[config.mk]
export PLATFORM = sky130hd
export DESIGN_NAME = wla_queue
export DESIGN_NICKNAME = d
export VERILOG_FILES = /design/src/rtl/wla_pkg.sv /design/src/rtl/wla_queue.sv
export SDC_FILE = /design/constraint.sdc
export NUM_CORES = 1
export LEC_CHECK = 0
export BUFFER_PORTS_ARGS = -buffer_cell sky130_fd_sc_hd__buf_2
export CAP_MARGIN = 20
export CORE_MARGIN = 5
export CORE_UTILIZATION = 25
export CTS_CLUSTER_DIAMETER = 40
export DETAILED_ROUTE_END_ITERATION = 10
export MAX_ROUTING_LAYER = met4
export REMOVE_ABC_BUFFERS = 1
export SETUP_SLACK_MARGIN = 0.3
export SLEW_MARGIN = 40
export SYNTH_ARGS = -nofsm -noshare
export SYNTH_HDL_FRONTEND = slang
export SYNTH_SLANG_ARGS = --single-unit
[constraint.sdc]
create_clock -name clk -period 2.5 [get_ports clk]
set_input_delay 0.5 -clock clk [delete_from_list [all_inputs] [get_ports clk]]
set_output_delay 0.5 -clock clk [all_outputs]
set_load 0.02 [all_outputs]
[src/rtl/wla_pkg.sv]
// Shared types and constants of the windowed load average block.
// No dependencies; every other file refers to this package by scoped names.
`default_nettype none

package wla_pkg;

  localparam int TICK_W      = 32;
  localparam int CNT_W       = 32;
  localparam int AVG_W       = 28;
  localparam int TASK_IN_W   = 16;
  localparam int TASK_W      = TASK_IN_W + 1;
  // Covers the longest window at the highest tick rate (900000 ticks).
  localparam int ELAPSED_W   = 20;
  localparam int NUM_WIN     = 3;
  localparam int DIV_BITS    = 4;
  localparam int QUEUE_DEPTH = 4;

  localparam int WIN_SHORT  = 0;
  localparam int WIN_MEDIUM = 1;
  localparam int WIN_LONG   = 2;

  localparam logic [AVG_W-1:0] AVG_MAX = '1;

  typedef struct packed {
    logic [TICK_W-1:0]    now_ticks;
    logic [TASK_IN_W-1:0] running_tasks;
    logic [TASK_IN_W-1:0] blocked_tasks;
  } in_item_t;

  typedef struct packed {
    logic [AVG_W-1:0] avg_short;
    logic [AVG_W-1:0] avg_medium;
    logic [AVG_W-1:0] avg_long;
    logic             did_update;
    logic [CNT_W-1:0] event_count;
  } out_item_t;

  // One classified sample as it travels from the front end to the back end.
  typedef struct packed {
    logic                 upd;
    logic [NUM_WIN-1:0]   past_win;
    logic [ELAPSED_W-1:0] elapsed;
    logic [TASK_W-1:0]    tasks;
    logic [CNT_W-1:0]     event_count;
  } sample_t;

endpackage

`default_nettype wire

[src/rtl/wla_queue.sv]
// Short register queue that decouples the front end from the back end.
// Depends on wla_pkg.
`default_nettype none

module wla_queue (
  input  wire logic             clk,
  input  wire logic             rst_n,
  input  wire logic             push,
  input  wla_pkg::sample_t      push_data,
  output logic                  push_ready,
  output logic                  head_valid,
  output wla_pkg::sample_t      head_data,
  input  wire logic             pop
);

  localparam int DEPTH = wla_pkg::QUEUE_DEPTH;
  localparam int PTR_W = $clog2(DEPTH);

  wla_pkg::sample_t mem_r [DEPTH];
  logic [PTR_W-1:0] wr_ptr_r, wr_ptr_nxt;
  logic [PTR_W-1:0] rd_ptr_r, rd_ptr_nxt;
  logic [PTR_W:0]   count_r, count_nxt;

  assign push_ready = (count_r != (PTR_W+1)'(DEPTH));
  assign head_valid = (count_r != '0);
  assign head_data  = mem_r[rd_ptr_r];

  always_comb begin
    wr_ptr_nxt = push ? wr_ptr_r + PTR_W'(1) : wr_ptr_r;
    rd_ptr_nxt = pop  ? rd_ptr_r + PTR_W'(1) : rd_ptr_r;
    case ({push, pop})
      2'b10:   count_nxt = count_r + (PTR_W+1)'(1);
      2'b01:   count_nxt = count_r - (PTR_W+1)'(1);
      default: count_nxt = count_r;
    endcase
  end

  always_ff @(posedge clk) begin
    if (!rst_n) begin
      wr_ptr_r <= '0;
      rd_ptr_r <= '0;
      count_r  <= '0;
    end else begin
      wr_ptr_r <= wr_ptr_nxt;
      rd_ptr_r <= rd_ptr_nxt;
      count_r  <= count_nxt;
    end
  end

  always_ff @(posedge clk) begin
    if (push) begin
      mem_r[wr_ptr_r] <= push_data;
    end
  end

endmodule

`default_nettype wire

=== Word-level counts from Yosys, hierarchy flattened ===
Memory sizes are Yosys's and may differ from the RTL's. A register that Yosys moved wholly into a read port is not among the register bits.
Cells that the tools add are included.

* Equal/unequal tests: 3
* Multiplexer cells: 5
* Div/mod/pow operators: 0
* $lt $le $gt $ge: 0
* Shifts and indexed selects: 0
* $add $sub $neg: 4
* Bitwise gates (word level): 0
* Multipliers: 0
* Reduce and logical (&&, ||, !) cells: 2

{| class="wikitable"
|+ Operator list
! cell !! number
|-
| one-hot mux 3 bit (2 select lines) || 1
|-
| adder 2 x 1 -> 2 bit (second input constant) || 2
|-
| two-way mux 2 bit || 2
|-
| adder 3 x 1 -> 3 bit (second input constant) || 1
|-
| inequality test 3 bit (second input constant) || 1
|-
| nonzero test 3 bit || 1
|-
| subtractor 3 x 1 -> 3 bit (second input constant) || 1
|-
| equality test 2 x 1 -> 1 bit (second input constant) || 1
|-
| equality test 2 bit (second input constant) || 1
|-
| two-way mux 1 bit || 2
|-
| nonzero test 2 bit || 1
|}

* Memories: 1
* Bits in latches: 0
* Output and inout bits: 75
* Register bits after elaboration: 7
* RAM bits: 292
* Memory bits (read-only): 0

{| class="wikitable"
|+ Memory list
! name !! words !! width !! rd ports !! clocked after Yosys merged registers in !! wr ports !! RTL line !! source
|-
| mem_r || 4 || 73 || 1 || 1 || 1 || wla_queue.sv:19 || <nowiki>wla_pkg::sample_t mem_r [DEPTH];</nowiki>
|}

=== Logic depth before layout (Yosys ltp) ===
* Word-level depth: 3
* Mapped depth: 7

=== Least setup slack after synthesis ===
No wires, ideal clock.

* Kind: register -> register
* From: register wr_ptr_r[0]
* To: memory mem_r[0][0] in the netlist's numbering (enable)
* Clock period less this slack: 2.687 ns
* Buffers on the path: 0
* Data arrival time: 2.248 ns
* Stages on the path, launching flop included: 4
* Path slack: -0.187 ns
* Setup time: 0.439 ns
* Path through: dfxtp_1 > inv_1 > ha_1 > and2_1

{| class="wikitable"
|+ RTL lines
! item !! RTL line !! source
|-
| start: declaration || wla_queue.sv:20 || <nowiki>logic [PTR_W-1:0] wr_ptr_r, wr_ptr_nxt;</nowiki>
|-
| start signal: assignment || wla_queue.sv:44 || <nowiki>wr_ptr_r <= wr_ptr_nxt;</nowiki>
|-
| end: declaration || wla_queue.sv:19 ||
|}

Straight into the memory's write port.

==> impl_metrics.py <==
metrics = {
    "place": {
        "port_buffers": 151,
        "gp_congestion": 0.6741,
        "dpl.hpwl_um": 13810,
    },
    "pwr": {
        "vdd_drop_max_mv": 0.6201,
        "p_comb_share_pct": 11.5,
        "p_switching_mw": 3.136,
        "swShare_pct": 23.32,
        "p_leak_nw": 4.990,
        "pwr-share-seq_pct": 43.5,
        "powerDensity_nw_per_um2": 911.1,
        "clockPowerShare_pct": 44.9,
        "p_int_mw": 10.31,
    },
    "die": {
        "rows": 77,
        "initial_core_util_pct": 25.12,
        "die_y_um": 220.3,
        "die_area_um2": 48540,
        "die_w_um": 220.3,
        "fp.coreArea_um2": 44030,
        "io_pins": 152,
    },
    "worst_setup_path": {
        "critical_path_depth": 4,
        "r2r_cells": 4,
        "crit_path_end_kind": "primary output",
        "criticalPathCategory": "register to primary output",
        "start_kind": "register",
        "worstPathCellList": "buf_12 > clkbuf_16 > mux4_2 > buf_6",
        "critPathTopFamily": "buffers and inverters",
        "worstPathArrival_ns": 1.95,
        "crit_slowest_cell": "mux4_2",
        "worstPathRequired_ns": 2.00,
        "slowest_delay_ns": 0.51,
        "path_buf_inv": 3,
        "path_max_fanout": 7,
    },
    "sta": {
        "hold_viol": 0,
        "period_needed_ns": 2.455,
        "fmax_mhz": 407.4,
        "tns_ns": 0,
        "hold_ws_ns": 0.1646,
        "slew_headroom_pct": 69.35,
        "setup_viol": 0,
        "report.final.slew_viol_count": 0,
        "fin_crit_sh_pct": 98.20,
        "rsz0062_at_grt": "true",
        "tightest_slew_ns": 0.4597,
        "skew_ns": 0.01880,
    },
    "final_layout": {
        "area_growth_pct": 33.45,
        "final_common_cell": "edfxtp_1",
        "layout_common_cells": "edfxtp_1 (292), buf_2 (114), mux4_2 (72), clkbuf_16 (49), buf_6 (39)",
        "nFillCells": 4145,
        "final_nets": 726,
        "final_layout_size_suffix_gt1_share_pct": 49.19,
    },
    "clocking": {
        "clock-sinks": 301,
        "cts_hold_buf": 0,
        "clock_latency_ns": 0.54,
        "root_buffer": "clkbuf_16",
        "cts_inserted_buffers": 44,
        "clockBufferDepth": 3,
        "clk_pin_slew_worst_paths_ns": 0.05,
        "tritoncts": "yes",
        "cts_max_level": 2,
    },
    "synthesis": {
        "syn-cell-area_um2": 11060,
        "synth_seq_cells": 301,
        "yosys.area.top_type": "edfxtp_1",
        "yosysUniqueCellTypes": 21,
        "yosysWarnings": 0,
        "ys_seq_area_share_pct": 80.92,
        "netlist_instances": 427,
        "ys_top_cells_by_area": "edfxtp_1 (79%), mux4_2 (15%), dfxtp_1 (1.6%)",
        "synth_top_area_share_pct": 79.29,
        "synth_area_per_cell_um2": 25.90,
    },
    "drt": {
        "routedWlPerCell_um": 19.14,
        "ant_nets": 0,
        "via_count": 5119,
        "viasPerCell": 4.028,
        "totalWireLength_um": 24330,
        "met2_length_um": 11840,
        "topRoutingLayerUsed": "met4",
        "dr.pass1.iters": 4,
        "dr_wl_met3_um": 1367,
        "drt_iter0_markers": 255,
        "drc": 0,
        "wl_met1_um": 10510,
    },
    "global_routing": {
        "overflow": 0,
        "grt_max_degree": 30,
        "antenna_found_initial": 2,
        "first_global_vias": 5600,
        "track_usage_pct": 10.18,
        "grt_pass1_wl_um": 35250,
    },
    "flow_run": {
        "cap_viol_max_count": 0,
    },
    "min_path": {
        "hold_path.class": "input port to register",
        "min_delay_path_depth": 1,
    },
    "run_status": {
        "outcome": "complete, no violations",
    },
}
## routing by layer
metal	vias to the layer above	global-route usage (%)
li1	2287	-
met1	2640	12.76
met5	-	-
met4	0	3.849
met2	144	15.91
met3	48	2.764
## state kept, by name (all words and copies together), names as in the netlist, named ones only
name / cells
wr_ptr_r: 2
rd_ptr_r: 2
mem_r: 292
count_r: 3
## power by group through the flow
stage	clock, mW	combinational (mW)	sequential (mW)
global route	6.49	1.67	5.87
finish	6.04	1.55	5.85
detailed placement	0	1.28	5.97
floorplan	0	0.707	6.03
CTS	6.26	1.51	5.85
global placement	0	1.27	5.96
## cells by family (layout without fill, tap and decap cells)
logic type | after synthesis | in the layout | share of synthesized area [%]
xor+xnor | 5 | 5 | 0.3961
buf+inv | 22 | 272 | 1.935
other cells | 0 | 2 | 0
mux | 74 | 74 | 14.99
fa+ha+maj | 6 | 6 | 0.7468
simple gates | 16 | 16 | 0.8486
compound gates | 3 | 3 | 0.1584
flops | 301 | 301 | 80.92
## Yosys cell counts (all sizes together)
cell    number
a21boi       1
and2        10
buf         15
clkbuf       1
dfxtp        9
edfxtp     292
fa           1
ha           5
inv          6
mux2i        1
mux4        73
nand2        2
nand3        1
nor2b        1
o21ai        2
or3          2
xnor2        2
xor2         3
## cell type report
| type | count | area (um^2) | area share [%] |
|---|---|---|---|
| clock buffers | 50 | 1145 | 7.758 |
| well taps | 592 | 740.7 | 5.019 |
| diodes | 2 | 5.005 | 0.03392 |
| repair buffers | 186 | 1665 | 11.29 |
| inverters | 6 | 22.52 | 0.1526 |
| multi-input cells | 104 | 1906 | 12.91 |
| clock inverters | 30 | 316.6 | 2.145 |
| flip-flops and latches | 301 | 8956 | 60.69 |
## stage by stage
step	area [um^2]	total power, mW	setup WS [ns]	util, %	cells
final	14760	13.45	0.04511	33.52	1271
after global routing	14760	14.02	-0.04413	33.52	1271
after CTS	14550	13.62	-0.03615	33.04	1265
after detailed placement	12670	7.248	0.4698	28.77	1172
after global placement	12670	7.225	0.4982	28.77	1172
after floorplan	10870	6.732	-1.921	-	411
## timing repair
item | in CTS | in global routing
setup buffers | 5 | 0
cloned | 8 | 4
pin swaps | 0 | 0
setup endpoints to repair | 73 | 73
gates resized for setup | 52 | 34
## final timing paths
kind	start	to	slack [ns]
min reg2reg	count_r[2]	count_r[2]	0.53
max	register	head_data[66]	0.05
min	push_data[7]	mem_r[3][7]	0.16
max reg2reg	wr_ptr_r[0]	mem_r[2][10]	0.90
Power figures use the tool's default switching activity.
