[config.mk]
export PLATFORM = sky130hd
export DESIGN_NAME = wla_front_flat
export DESIGN_NICKNAME = d
export VERILOG_FILES = /design/src/rtl/wla_pkg.sv /design/src/rtl/wla_in_if.sv /design/src/rtl/wla_front.sv /design/src/flat_wrapper.sv
export SDC_FILE = /design/constraint.sdc
export NUM_CORES = 1
export LEC_CHECK = 0
export ABC_AREA = 1
export BUFFER_PORTS_ARGS = -buffer_cell sky130_fd_sc_hd__buf_2
export CORE_AREA = 2 2 120 122
export CTS_CLUSTER_SIZE = 14
export DETAILED_ROUTE_END_ITERATION = 16
export DIE_AREA = 0 0 122 124
export GPL_ROUTABILITY_DRIVEN = 0
export PLACE_DENSITY = 0.81
export SLEW_MARGIN = 30
export SYNTH_ARGS = -nofsm -noshare
export SYNTH_HDL_FRONTEND = slang
export SYNTH_SLANG_ARGS = --single-unit
[constraint.sdc]
create_clock -name clk -period 5.75 [get_ports clk]
set_input_delay 0 -clock clk [delete_from_list [all_inputs] [get_ports clk]]
set_output_delay 0 -clock clk [all_outputs]
set_load 0.02 [all_outputs]
[src/rtl/wla_pkg.sv]
// Shared types and constants of the windowed load average block.
// No dependencies; every other file refers to this package by scoped names.
`default_nettype none

package wla_pkg;

  localparam int TICK_W      = 32;
  localparam int CNT_W       = 32;
  localparam int AVG_W       = 28;
  localparam int TASK_IN_W   = 16;
  localparam int TASK_W      = TASK_IN_W + 1;
  // Covers the longest window at the highest tick rate (900000 ticks).
  localparam int ELAPSED_W   = 20;
  localparam int NUM_WIN     = 3;
  localparam int DIV_BITS    = 4;
  localparam int QUEUE_DEPTH = 4;

  localparam int WIN_SHORT  = 0;
  localparam int WIN_MEDIUM = 1;
  localparam int WIN_LONG   = 2;

  localparam logic [AVG_W-1:0] AVG_MAX = '1;

  typedef struct packed {
    logic [TICK_W-1:0]    now_ticks;
    logic [TASK_IN_W-1:0] running_tasks;
    logic [TASK_IN_W-1:0] blocked_tasks;
  } in_item_t;

  typedef struct packed {
    logic [AVG_W-1:0] avg_short;
    logic [AVG_W-1:0] avg_medium;
    logic [AVG_W-1:0] avg_long;
    logic             did_update;
    logic [CNT_W-1:0] event_count;
  } out_item_t;

  // One classified sample as it travels from the front end to the back end.
  typedef struct packed {
    logic                 upd;
    logic [NUM_WIN-1:0]   past_win;
    logic [ELAPSED_W-1:0] elapsed;
    logic [TASK_W-1:0]    tasks;
    logic [CNT_W-1:0]     event_count;
  } sample_t;

endpackage

`default_nettype wire

[src/rtl/wla_in_if.sv]
// Sample event channel: valid/ready handshake with an in_item_t payload.
// Depends on wla_pkg.
`default_nettype none

interface wla_in_if;
  logic               valid;
  logic               ready;
  wla_pkg::in_item_t  data;

  modport source (output valid, output data, input ready);
  modport sink   (input valid, input data, output ready);
endinterface

`default_nettype wire

[src/rtl/wla_front.sv]
// Front end: accepts sample beats, measures elapsed ticks and classifies them.
// Depends on wla_pkg and wla_in_if.
`default_nettype none

module wla_front #(
  parameter int TICKS_PER_SECOND = 100
) (
  input  wire logic      clk,
  input  wire logic      rst_n,
  wla_in_if.sink         in_ch,
  input  wire logic      q_ready,
  output logic           q_push,
  output wla_pkg::sample_t q_data
);

  localparam int TW = wla_pkg::TICK_W;
  localparam int CW = wla_pkg::CNT_W;
  localparam int KW = wla_pkg::TASK_W;

  localparam logic [TW-1:0] MIN_GAP  = TW'(5 * TICKS_PER_SECOND);
  localparam logic [TW-1:0] WIN_S    = TW'(60 * TICKS_PER_SECOND);
  localparam logic [TW-1:0] WIN_M    = TW'(300 * TICKS_PER_SECOND);
  localparam logic [TW-1:0] WIN_L    = TW'(900 * TICKS_PER_SECOND);

  logic [TW-1:0] last_tick_r, last_tick_nxt;
  logic [CW-1:0] events_r, events_nxt;
  logic [CW-1:0] events_inc;
  logic [TW-1:0] elapsed;
  logic          upd;

  assign elapsed    = in_ch.data.now_ticks - last_tick_r;
  assign upd        = (elapsed >= MIN_GAP);
  assign events_inc = events_r + CW'(1);

  assign in_ch.ready = q_ready;
  assign q_push      = in_ch.valid && q_ready;

  always_comb begin
    q_data.upd                         = upd;
    q_data.past_win[wla_pkg::WIN_SHORT]  = (elapsed >= WIN_S);
    q_data.past_win[wla_pkg::WIN_MEDIUM] = (elapsed >= WIN_M);
    q_data.past_win[wla_pkg::WIN_LONG]   = (elapsed >= WIN_L);
    q_data.elapsed                     = elapsed[wla_pkg::ELAPSED_W-1:0];
    q_data.tasks                       = {1'b0, in_ch.data.running_tasks}
                                       + {1'b0, in_ch.data.blocked_tasks};
    q_data.event_count                 = events_inc;
  end

  // Advance the update tick only for beats that trigger a recompute.
  always_comb begin
    last_tick_nxt = (q_push && upd) ? in_ch.data.now_ticks : last_tick_r;
    events_nxt    = q_push ? events_inc : events_r;
  end

  always_ff @(posedge clk) begin
    if (!rst_n) begin
      last_tick_r <= '0;
      events_r    <= '0;
    end else begin
      last_tick_r <= last_tick_nxt;
      events_r    <= events_nxt;
    end
  end

endmodule

`default_nettype wire

[src/flat_wrapper.sv]
// flat-port wrapper written by rule: the top's interface ports become plain ports
module wla_front_flat 
#(
  parameter int TICKS_PER_SECOND = 100
)
  (clk, rst_n, q_ready, q_push, q_data, in_ch_valid, in_ch_data, in_ch_ready);
  wla_in_if in_ch_i ();
  input  wire logic clk;
  input  wire logic rst_n;
  input  wire logic q_ready;
  output logic q_push;
  output wla_pkg::sample_t q_data;
  input wire logic [$bits(in_ch_i.valid)-1:0] in_ch_valid;
  input wire logic [$bits(in_ch_i.data)-1:0] in_ch_data;
  output wire logic [$bits(in_ch_i.ready)-1:0] in_ch_ready;
  assign in_ch_i.valid = in_ch_valid;
  assign in_ch_i.data = in_ch_data;
  assign in_ch_ready = in_ch_i.ready;
  wla_front #(.TICKS_PER_SECOND(TICKS_PER_SECOND)) u_core (.clk(clk), .rst_n(rst_n), .in_ch(in_ch_i), .q_ready(q_ready), .q_push(q_push), .q_data(q_data));
endmodule
# Yosys cells after proc, flatten, opt, wreduce, memory -nomap -nowiden
# Cells that the tools add are included.
# op_classes
addsub	3
n_lt_le_gt_ge	4
reduce_logical	2
# ops
operator	count
adder 32 x 1 -> 32 bit (second input constant)	1
greater-or-equal comparator 32 x 13 -> 1 bit (second input constant)	1
greater-or-equal comparator 32 x 15 -> 1 bit (second input constant)	1
greater-or-equal comparator 32 x 17 -> 1 bit (second input constant)	1
greater-or-equal comparator 32 x 9 -> 1 bit (second input constant)	1
subtractor 32 bit	1
adder 16 x 16 -> 17 bit	1
logical AND 1 bit	2
# totals
wordCells	11
regBits	64
out_inout_bits	75

# Longest topological paths before layout
# Gate-level depths: netlist (run 1).
# depth
word_depth	3
ltp_mapped	23
mapped_depth_nobuf	22

# Worst setup path before layout (run 1)
# Ideal clock, no wire load.
# synth_timing
path_type	reg2reg
startpoint	register u_core.last_tick_r[0]
endpoint	register u_core.last_tick_r[25]
path_stages_with_launch	17
t_required_ns	5.634
t_arrival_ns	2.531
setup_time_ns	0.116
path_slack_ns	3.104
synth_period_minus_slack_ns	2.646
cell_sequence	dfxtp_1 ha_1 inv_1 fa_1 nand3_1 nand3_1 nand3_1 nand3b_1 xor2_1 nor2_1 nand3_1 nor2_2 nand3_4 buf_6 nand3_1 nand2_1 nor2_1
# synth_lines
item	line_no	rtl
start, declared	wla_front.sv:25	logic [TW-1:0] last_tick_r, last_tick_nxt;
start signal, assigned	wla_front.sv:60	last_tick_r <= last_tick_nxt;

# Worst setup path after layout (run 1)
# layout_timing
startpoint	input in_ch_data[32]
endpoint	register u_core.last_tick_r[22]
# layout_between
elab_chain_cells	3
# layout_lines
item	line_no	rtl
start, declared	flat_wrapper.sv:14	input wire logic [$bits(in_ch_i.data)-1:0] in_ch_data;
subtractor 32 bit	wla_front.sv:31	assign elapsed = in_ch.data.now_ticks - last_tick_r;
greater-or-equal comparator 32 x 9 -> 1 bit	wla_front.sv:32	assign upd = (elapsed >= MIN_GAP);
logical AND 1 bit	wla_front.sv:51	last_tick_nxt = (q_push && upd) ? in_ch.data.now_ticks : last_tick_r;
# Every way passes these cells.
# A chain may end at the register's enable or synchronous reset.

==> reports/metrics.csv, run 1 <==
stage,metric,value,unit
clock_network,clock sink count,64,
sta,Fin. Hold Viols,0,
logic_synthesis,Post-Syn Area per Cell,5.68,um^2
setup_path,FF-to-FF setup slack,2380,ps
logic_synthesis,post-synth net total,1318,
sta,"Slew Viols, Final",0,
logic_synthesis,top_reg_cell synth,dfxtp_1,
pwr,internal power,1.04,mW
drt,DR vias/cell,4.88,
clock_network,H-tree Lvls,3,
setup_path,Crit path arrival time,3630,ps
logic_synthesis,ys async rst share,0,%
setup_path,startpoint type of the worst setup path,input port,
drt,Antenna Nets Post-Route,0,
setup_path,cells on worst reg2reg path,16,
layout,share of layout cells above drive strength 1,12.9,%
global_routing,initial antenna violation count,0,
sta,actual slew at the worst max-slew pin,711,ps
logic_synthesis,post-synth top area cell,dfxtp_1,
floorplan,DIE WIDTH,122,um
logic_synthesis,Cells after Synth,1200,
drt,drt wl/cell,11.2,um
layout,Fill cells,1388,
global_routing,largest net degree at the start of global routing,77,
layout,Reg area,0.00128,mm^2
clock_network,CTS tree,done,
setup_path,Critical Path Sink,u_core.last_tick_r[22],
setup_path,critical path required time,5970,ps
floorplan,row cnt,43,
floorplan,initial core utilization,49.7,%
placed_design,DP Wirelength,13600,um
pwr,sequential group share of total power,28.2,%
pwr,Static Leak,4.58,nW
sta,setup tns final,0,ps
layout,"commonest cells after routing, fill and taps aside","nand2_1 (326), inv_1 (262), buf_2 (142)",
layout,area of the multi-input gates,0.00437,mm^2
pwr,peak supply drop,0.000198,V
sta,fin crit share,59.3,%
pwr,Net Sw Frac,40.6,%
hold_path,HP Class,input port to flop,
sta,Clock Skew,6.73,ps
clock_network,setup repair bufs after CTS,0,
sta,Max Fclk,293,MHz
global_routing,GRT Util Overall,23.0,%
placed_design,# port buffers,142,
clock_network,Root Buffer,clkbuf_16,
logic_synthesis,Yosys reg bits,64,
setup_path,crit path capture type,flop,
clock_network,register clock-pin slew on the reported worst setup and hold paths,60,ps
setup_path,"Slowest-stage cell, CP",dlygate4sd3_1,
setup_path,WP depth,19,
placed_design,DP Worst Slack,2400,ps
drt,via count,7387,
floorplan,die height,124,um
logic_synthesis,number of synthesized flops with an enable pin,0,
logic_synthesis,post-synthesis sequential area ratio,18.8,%
layout,Area Growth Syn to Fin,15.8,%
global_routing,Congestion Overflow GR,0,
global_routing,first-pass GRT wire length,28700,um
layout,antenna diode count,0,
logic_synthesis,Syn. warnings,0,
setup_path,Worst Setup SP,in_ch_data[32],
sta,min Tclk post-route,3410,ps
sta,final worst setup slack,2340,ps
setup_path,Worst path max stage delay,530,ps
layout,fin util,57.6,%
setup_path,worst setup path class,input port to flop,
logic_synthesis,top cell type's share of synthesized area,18.8,%
sta,Slew headroom,52.6,%
floorplan,IO Pins,143,
setup_path,Buf/Inv on CP,4,
drt,TritonRoute pass-1 iters,7,
setup_path,critical path's most frequent cell,nand2_1,
pwr,Clock power frac,29.9,%
outcome,status,finished clean,
layout,Final nets,1446,
sta,final hold slack,4.97,ps
logic_synthesis,top post-synthesis cells by area,"dfxtp_1 (19%), nand2_1 (18%), inv_1 (14%)",
setup_path,launching point of the worst reg2reg path,u_core.last_tick_r[0],
setup_path,reg2reg end,u_core.last_tick_r[22],
logic_synthesis,post-synth cell types,40,
pwr,Psw,0.709,mW
clock_network,"Clk Latency, worst-skew pair",330,ps
setup_path,"Max FO, Critical Path",64,
sta,RSZ-0062 raised after global routing,false,
setup_path,"Largest delay share family, worst path",simple AND/OR/NAND/NOR gates,
clock_network,clk buf depth,2,
pwr,PwrDens,221,mW/mm^2
setup_path,CP cell instances,dlygate4sd3_1 -> buf_2 -> inv_1 -> ha_1 -> inv_1 -> fa_1 -> nand3_1 -> nand3_1 -> nand2_1 -> nand2_1 -> nand2_1 -> nand2_1 -> xor2_1 -> nor2_1 -> nand2_1 -> nor2_2 -> nand3_4 -> a21oi_1 -> nor2_1,
drt,Routed WL,17000,um
pwr,Combinational Power Share,41.9,%
sta,Final setup viols,0,
drt,drt drc,0,
floorplan,core area,0.0137,mm^2
layout,"most common cell after layout, fill and taps aside",nand2_1,
global_routing,vias in the first global route,6650,
drt,1st-iter DRT viols,449,
floorplan,full die area,0.0151,mm^2
flow_run,max-cap violations,0,
logic_synthesis,netlist area before placement,0.00682,mm^2
clock_network,CTS buffer count,9,
==> routing by layer <==
metal	GRT usage (%)	wire, um
met1	28.8	7750
met2	40.9	8000
met3	3.62	1020
met4	6.32	229
met5	0	0
==> synth_stat cells (2+ instances only) <==
| cell type | n |
|---|---|
| xnor2_1 | 10 |
| buf_1 | 4 |
| buf_2 | 4 |
| buf_4 | 7 |
| fa_1 | 2 |
| a21oi_1 | 87 |
| dfxtp_1 | 64 |
| and2_1 | 4 |
| nor4_1 | 2 |
| nor3_2 | 2 |
| nand3_2 | 2 |
| inv_2 | 2 |
| o21bai_1 | 4 |
| nor2_2 | 3 |
| nand2_1 | 326 |
| nand3_1 | 80 |
| o21ai_0 | 37 |
| a31oi_1 | 3 |
| xor2_1 | 47 |
| nand3b_1 | 3 |
| inv_1 | 263 |
| o21ai_1 | 2 |
| clkbuf_1 | 8 |
| nor2_1 | 130 |
| buf_6 | 4 |
| ha_1 | 48 |
| clkinv_1 | 2 |
| nand4_1 | 18 |
| nor3_1 | 21 |
==> worst min-delay path, cell delays in order <==
cell and delay, ps:
buf_2 90, inv_1 30, nand3_1 60, nand2_1 50
nor2_1 70
==> state kept, by name, summed over array words and instances, names as in the netlist <==
signal / count
u_core.events_r: 32
u_core.last_tick_r: 32
==> final cells by class <==
cell class | count | share of cell area (%)
repair buffers | 144 | 9.22
inverters | 267 | 12.7
clock inverters | 4 | 0.364
well taps | 180 | 2.85
clock buffers | 12 | 3.25
multi-input cells | 842 | 55.4
flip-flops and latches | 64 | 16.2
==> how the worst min path moves through the flow <==
stage	start	endpoint	slack, ps	cells past startpoint
floorplan	q_ready	in_ch_ready	110	1
global placement	q_ready	in_ch_ready	230	2
detailed placement	q_ready	in_ch_ready	250	2
CTS	in_ch_data[34]	u_core.last_tick_r[2]	1	5
global route	in_ch_data[34]	u_core.last_tick_r[2]	20	5
finish	in_ch_data[62]	u_core.last_tick_r[30]	5	5
==> timing repair <==
item	4_1_cts	5_1_grt
resized for setup	0	0
endpoints found under the hold margin	1	0
hold buffers	1	0
==> power groups by stage <==
stage	logic, mW	clock network (mW)	registers (mW)
floorplan	0.536	0	0.497
global placement	0.717	0	0.501
global route	0.827	0.550	0.496
finish	0.732	0.522	0.493
CTS	0.731	0.534	0.493
detailed placement	0.728	0	0.502
==> stage by stage <==
stage	cell area (um^2)	total power, mW	instances
after global placement	7600	1.22	1496
after CTS	7900	1.76	1513
after detailed placement	7600	1.23	1496
final	7900	1.75	1513
after global routing	7900	1.87	1513
after floorplan	6820	1.03	1200
==> cells by family after synthesis <==
family	synth area share, %
xor gates and xnor gates	7.56
DFF	18.8
adders and majority gates	9.40
buffers and inverters	17.1
and+or+nand+nor	36.6
AOI/OAI and AO/OA	10.5
(Power assumes the default switching activity.)
==> run 2: changes to the inputs <==
--- a/config.mk
+++ b/config.mk
@@ -12,7 +12,7 @@
 export DETAILED_ROUTE_END_ITERATION = 16
 export DIE_AREA = 0 0 122 124
 export GPL_ROUTABILITY_DRIVEN = 0
-export PLACE_DENSITY = 0.81
+export PLACE_DENSITY = 0.84
 export SLEW_MARGIN = 30
 export SYNTH_ARGS = -nofsm -noshare
 export SYNTH_HDL_FRONTEND = slang
==> constraint.sdc (replaced) <==
create_clock -name clk -period 2.9 [get_ports clk]
set_input_delay 0 -clock clk [delete_from_list [all_inputs] [get_ports clk]]
set_output_delay 0 -clock clk [all_outputs]
set_load 0.02 [all_outputs]
==> reports/metrics.csv, run 2 (synthesis results as in run 1) <==
stage,metric,value,unit,change
outcome,status,finished clean,,
clock_network,CTS buffer count,9,,unchanged
drt,Met3 Wirelength,1220,um,+19%
layout,top flop regs,"u_core.events_r x32, u_core.last_tick_r x32",,
floorplan,initial core utilization,49.7,%,unchanged
layout,Fill cells,1226,,-12%
drt,drt drc,0,,unchanged
pwr,Static Leak,4.79,nW,+4.6%
floorplan,core area,0.0137,mm^2,unchanged
sta,Final setup viols,0,,unchanged
floorplan,IO Pins,143,,unchanged
drt,drt wl/cell,12.2,um,+9.0%
flow_run,max-cap violations,0,,unchanged
global_routing,largest net degree at the start of global routing,73,,-5.2%
placed_design,DP Wirelength,13500,um,-0.11%
floorplan,full die area,0.0151,mm^2,unchanged
sta,Fin. Hold Viols,0,,unchanged
clock_network,register clock-pin slew on the reported worst setup and hold paths,60,ps,about the same
setup_path,FF-to-FF setup slack,30,ps,-2350 ps
sta,RSZ-0062 raised after global routing,true,,
clock_network,clock sink count,64,,unchanged
sta,"Slew Viols, Final",0,,unchanged
global_routing,vias in the first global route,6611,,-0.59%
setup_path,reg2reg end,u_core.last_tick_r[3],,
layout,Area Growth Syn to Fin,26.8,%,
drt,Routed WL,18800,um,+11%
global_routing,GRT Util Overall,22.9,%,-0.096 points
clock_network,CTS tree,done,,
drt,DRT met1 WL,8020,um,+3.4%
drt,uppermost layer routed,met4,,
layout,"commonest cells after routing, fill and taps aside","nand2_1 (307), inv_1 (260), buf_2 (139)",,
placed_design,DP Worst Slack,75.9,ps,-2320 ps
placed_design,# port buffers,142,,unchanged
layout,final non-filler cell area,0.00865,mm^2,+9.5%
drt,Antenna Nets Post-Route,0,,unchanged
sta,Max Fclk,348,MHz,
setup_path,startpoint type of the worst setup path,flop,,
sta,min Tclk post-route,2870,ps,
hold_path,Hold Path Origin,in_ch_data[59],,
clock_network,H-tree Lvls,3,,unchanged
floorplan,row cnt,43,,unchanged
sta,final hold slack,3.98,ps,-0.981 ps
setup_path,critical path required time,3170,ps,-2800 ps
layout,Reg area,0.00128,mm^2,about the same
setup_path,Crit path arrival time,3140,ps,-490 ps
floorplan,die height,124,um,unchanged
global_routing,Congestion Overflow GR,0,,unchanged
hold_path,Hold Crit Depth,5,,unchanged
hold_path,HP Class,input port to flop,,
clock_network,clk buf depth,2,,unchanged
pwr,peak supply drop,0.000364,V,+84%
layout,"most common cell after layout, fill and taps aside",nand2_1,,
layout,share of layout cells above drive strength 1,20.2,%,+7.3 points
clock_network,Root Buffer,clkbuf_16,,
sta,fin crit share,99.1,%,
pwr,PwrDens,427,mW/mm^2,+93%
floorplan,DIE WIDTH,122,um,unchanged
setup_path,launching point of the worst reg2reg path,u_core.last_tick_r[0],,
sta,final worst setup slack,27.1,ps,-2310 ps
clock_network,"Clk Latency, worst-skew pair",340,ps,about the same
global_routing,first-pass GRT wire length,28400,um,-1.0%
drt,via count,7754,,+5.0%
setup_path,crit path capture type,flop,,
hold_path,hold worst-path end,u_core.last_tick_r[27],,
drt,wire length on met2,9220,um,+15%
drt,TritonRoute pass-1 iters,5,,-2
setup_path,cells on worst reg2reg path,17,,+1
drt,DR vias/cell,5.05,,+3.4%
drt,1st-iter DRT viols,579,,+29%
global_routing,initial antenna violation count,0,,unchanged
layout,Final nets,1468,,+1.5%
setup_path,"Max FO, Critical Path",32,,-50%
sta,actual slew at the worst max-slew pin,715,ps,+3.88 ps
setup_path,worst setup path class,flop to flop,,
placed_design,area post-placement,0.00766,mm^2,+0.82%
sta,Slew headroom,52.3,%,-0.26 points
pwr,total power,3.69,mW,+110%
layout,area of the multi-input gates,0.00489,mm^2,+12%
sta,Clock Skew,10.5,ps,+3.73 ps
==> run 2: timing repair <==
item                                    4_1_cts  5_1_grt
resized for setup                             4      113
endpoints found under the setup margin        4       37
setup buffers                                 1        9
hold endpoints to repair                      5        0
hold buffers                                  5        0
pin swaps                                     2       20
gates cloned                                  0        1
==> run 2: worst max-delay path, cell delays in order, from the launching register on <==
cell	delay [ps]
dfxtp_2	330
ha_2	170
inv_2	70
fa_2	410
nand3_2	100
nand3_4	80
buf_4	150
xnor2_2	150
inv_1	90
and2_1	190
nand3_1	80
nand3_1	80
nor2_2	170
nand3_4	140
clkbuf_16	240
nand3_1	90
nand2_1	80
nor2_1	160
==> run 2: area by class of cell <==
cell class                      instances  area share, %
Multi-Input combinational cell        842           56.6
Sequential cell                        64           14.8
Inverter                              267           11.6
Timing Repair Buffer                  166           11.1
Clock buffer                           10           2.76
Tap cell                              180           2.60
Clock inverter                          6          0.507
Antenna cell                            1         0.0289
==> run 2: worst max path at each step <==
stage / startpoint / to / slack (ps) / cells past startpoint
after floorplan: u_core.last_tick_r[0] / u_core.last_tick_r[25] / 250 / 16
after global placement: u_core.last_tick_r[0] / u_core.last_tick_r[16] / 100 / 20
after detailed placement: u_core.last_tick_r[0] / u_core.last_tick_r[11] / 80 / 18
after CTS: u_core.last_tick_r[12] / q_data[69] / 7 / 18
after global routing: u_core.last_tick_r[0] / u_core.last_tick_r[3] / -130 / 17
final: u_core.last_tick_r[0] / u_core.last_tick_r[3] / 30 / 17
==> run 2: layer usage <==
layer  vias to the layer above  track usage, %
li1                       3993               -
met1                      3461            27.9
met2                       265            40.5
met3                        35            4.35
met4                         0            7.54
met5                         -               0
==> run 2: power breakdown <==
part	total [mW]	leakage (nW)	switching [mW]	internal, mW
combinational	1.67	4.13	1.05	0.620
clock	1.04	0.139	0.436	0.604
sequential	0.979	0.528	0.0411	0.938
total	3.69	4.79	1.53	2.16
==> run 2: stage by stage <==
step,setup TNS (ps),instances,util (%)
detailed placement,0,1503,55.9
global route,-715,1535,63.0
global placement,0,1503,55.9
CTS,0,1525,58.5
finish,0,1536,63.0
floorplan,0,1200,-
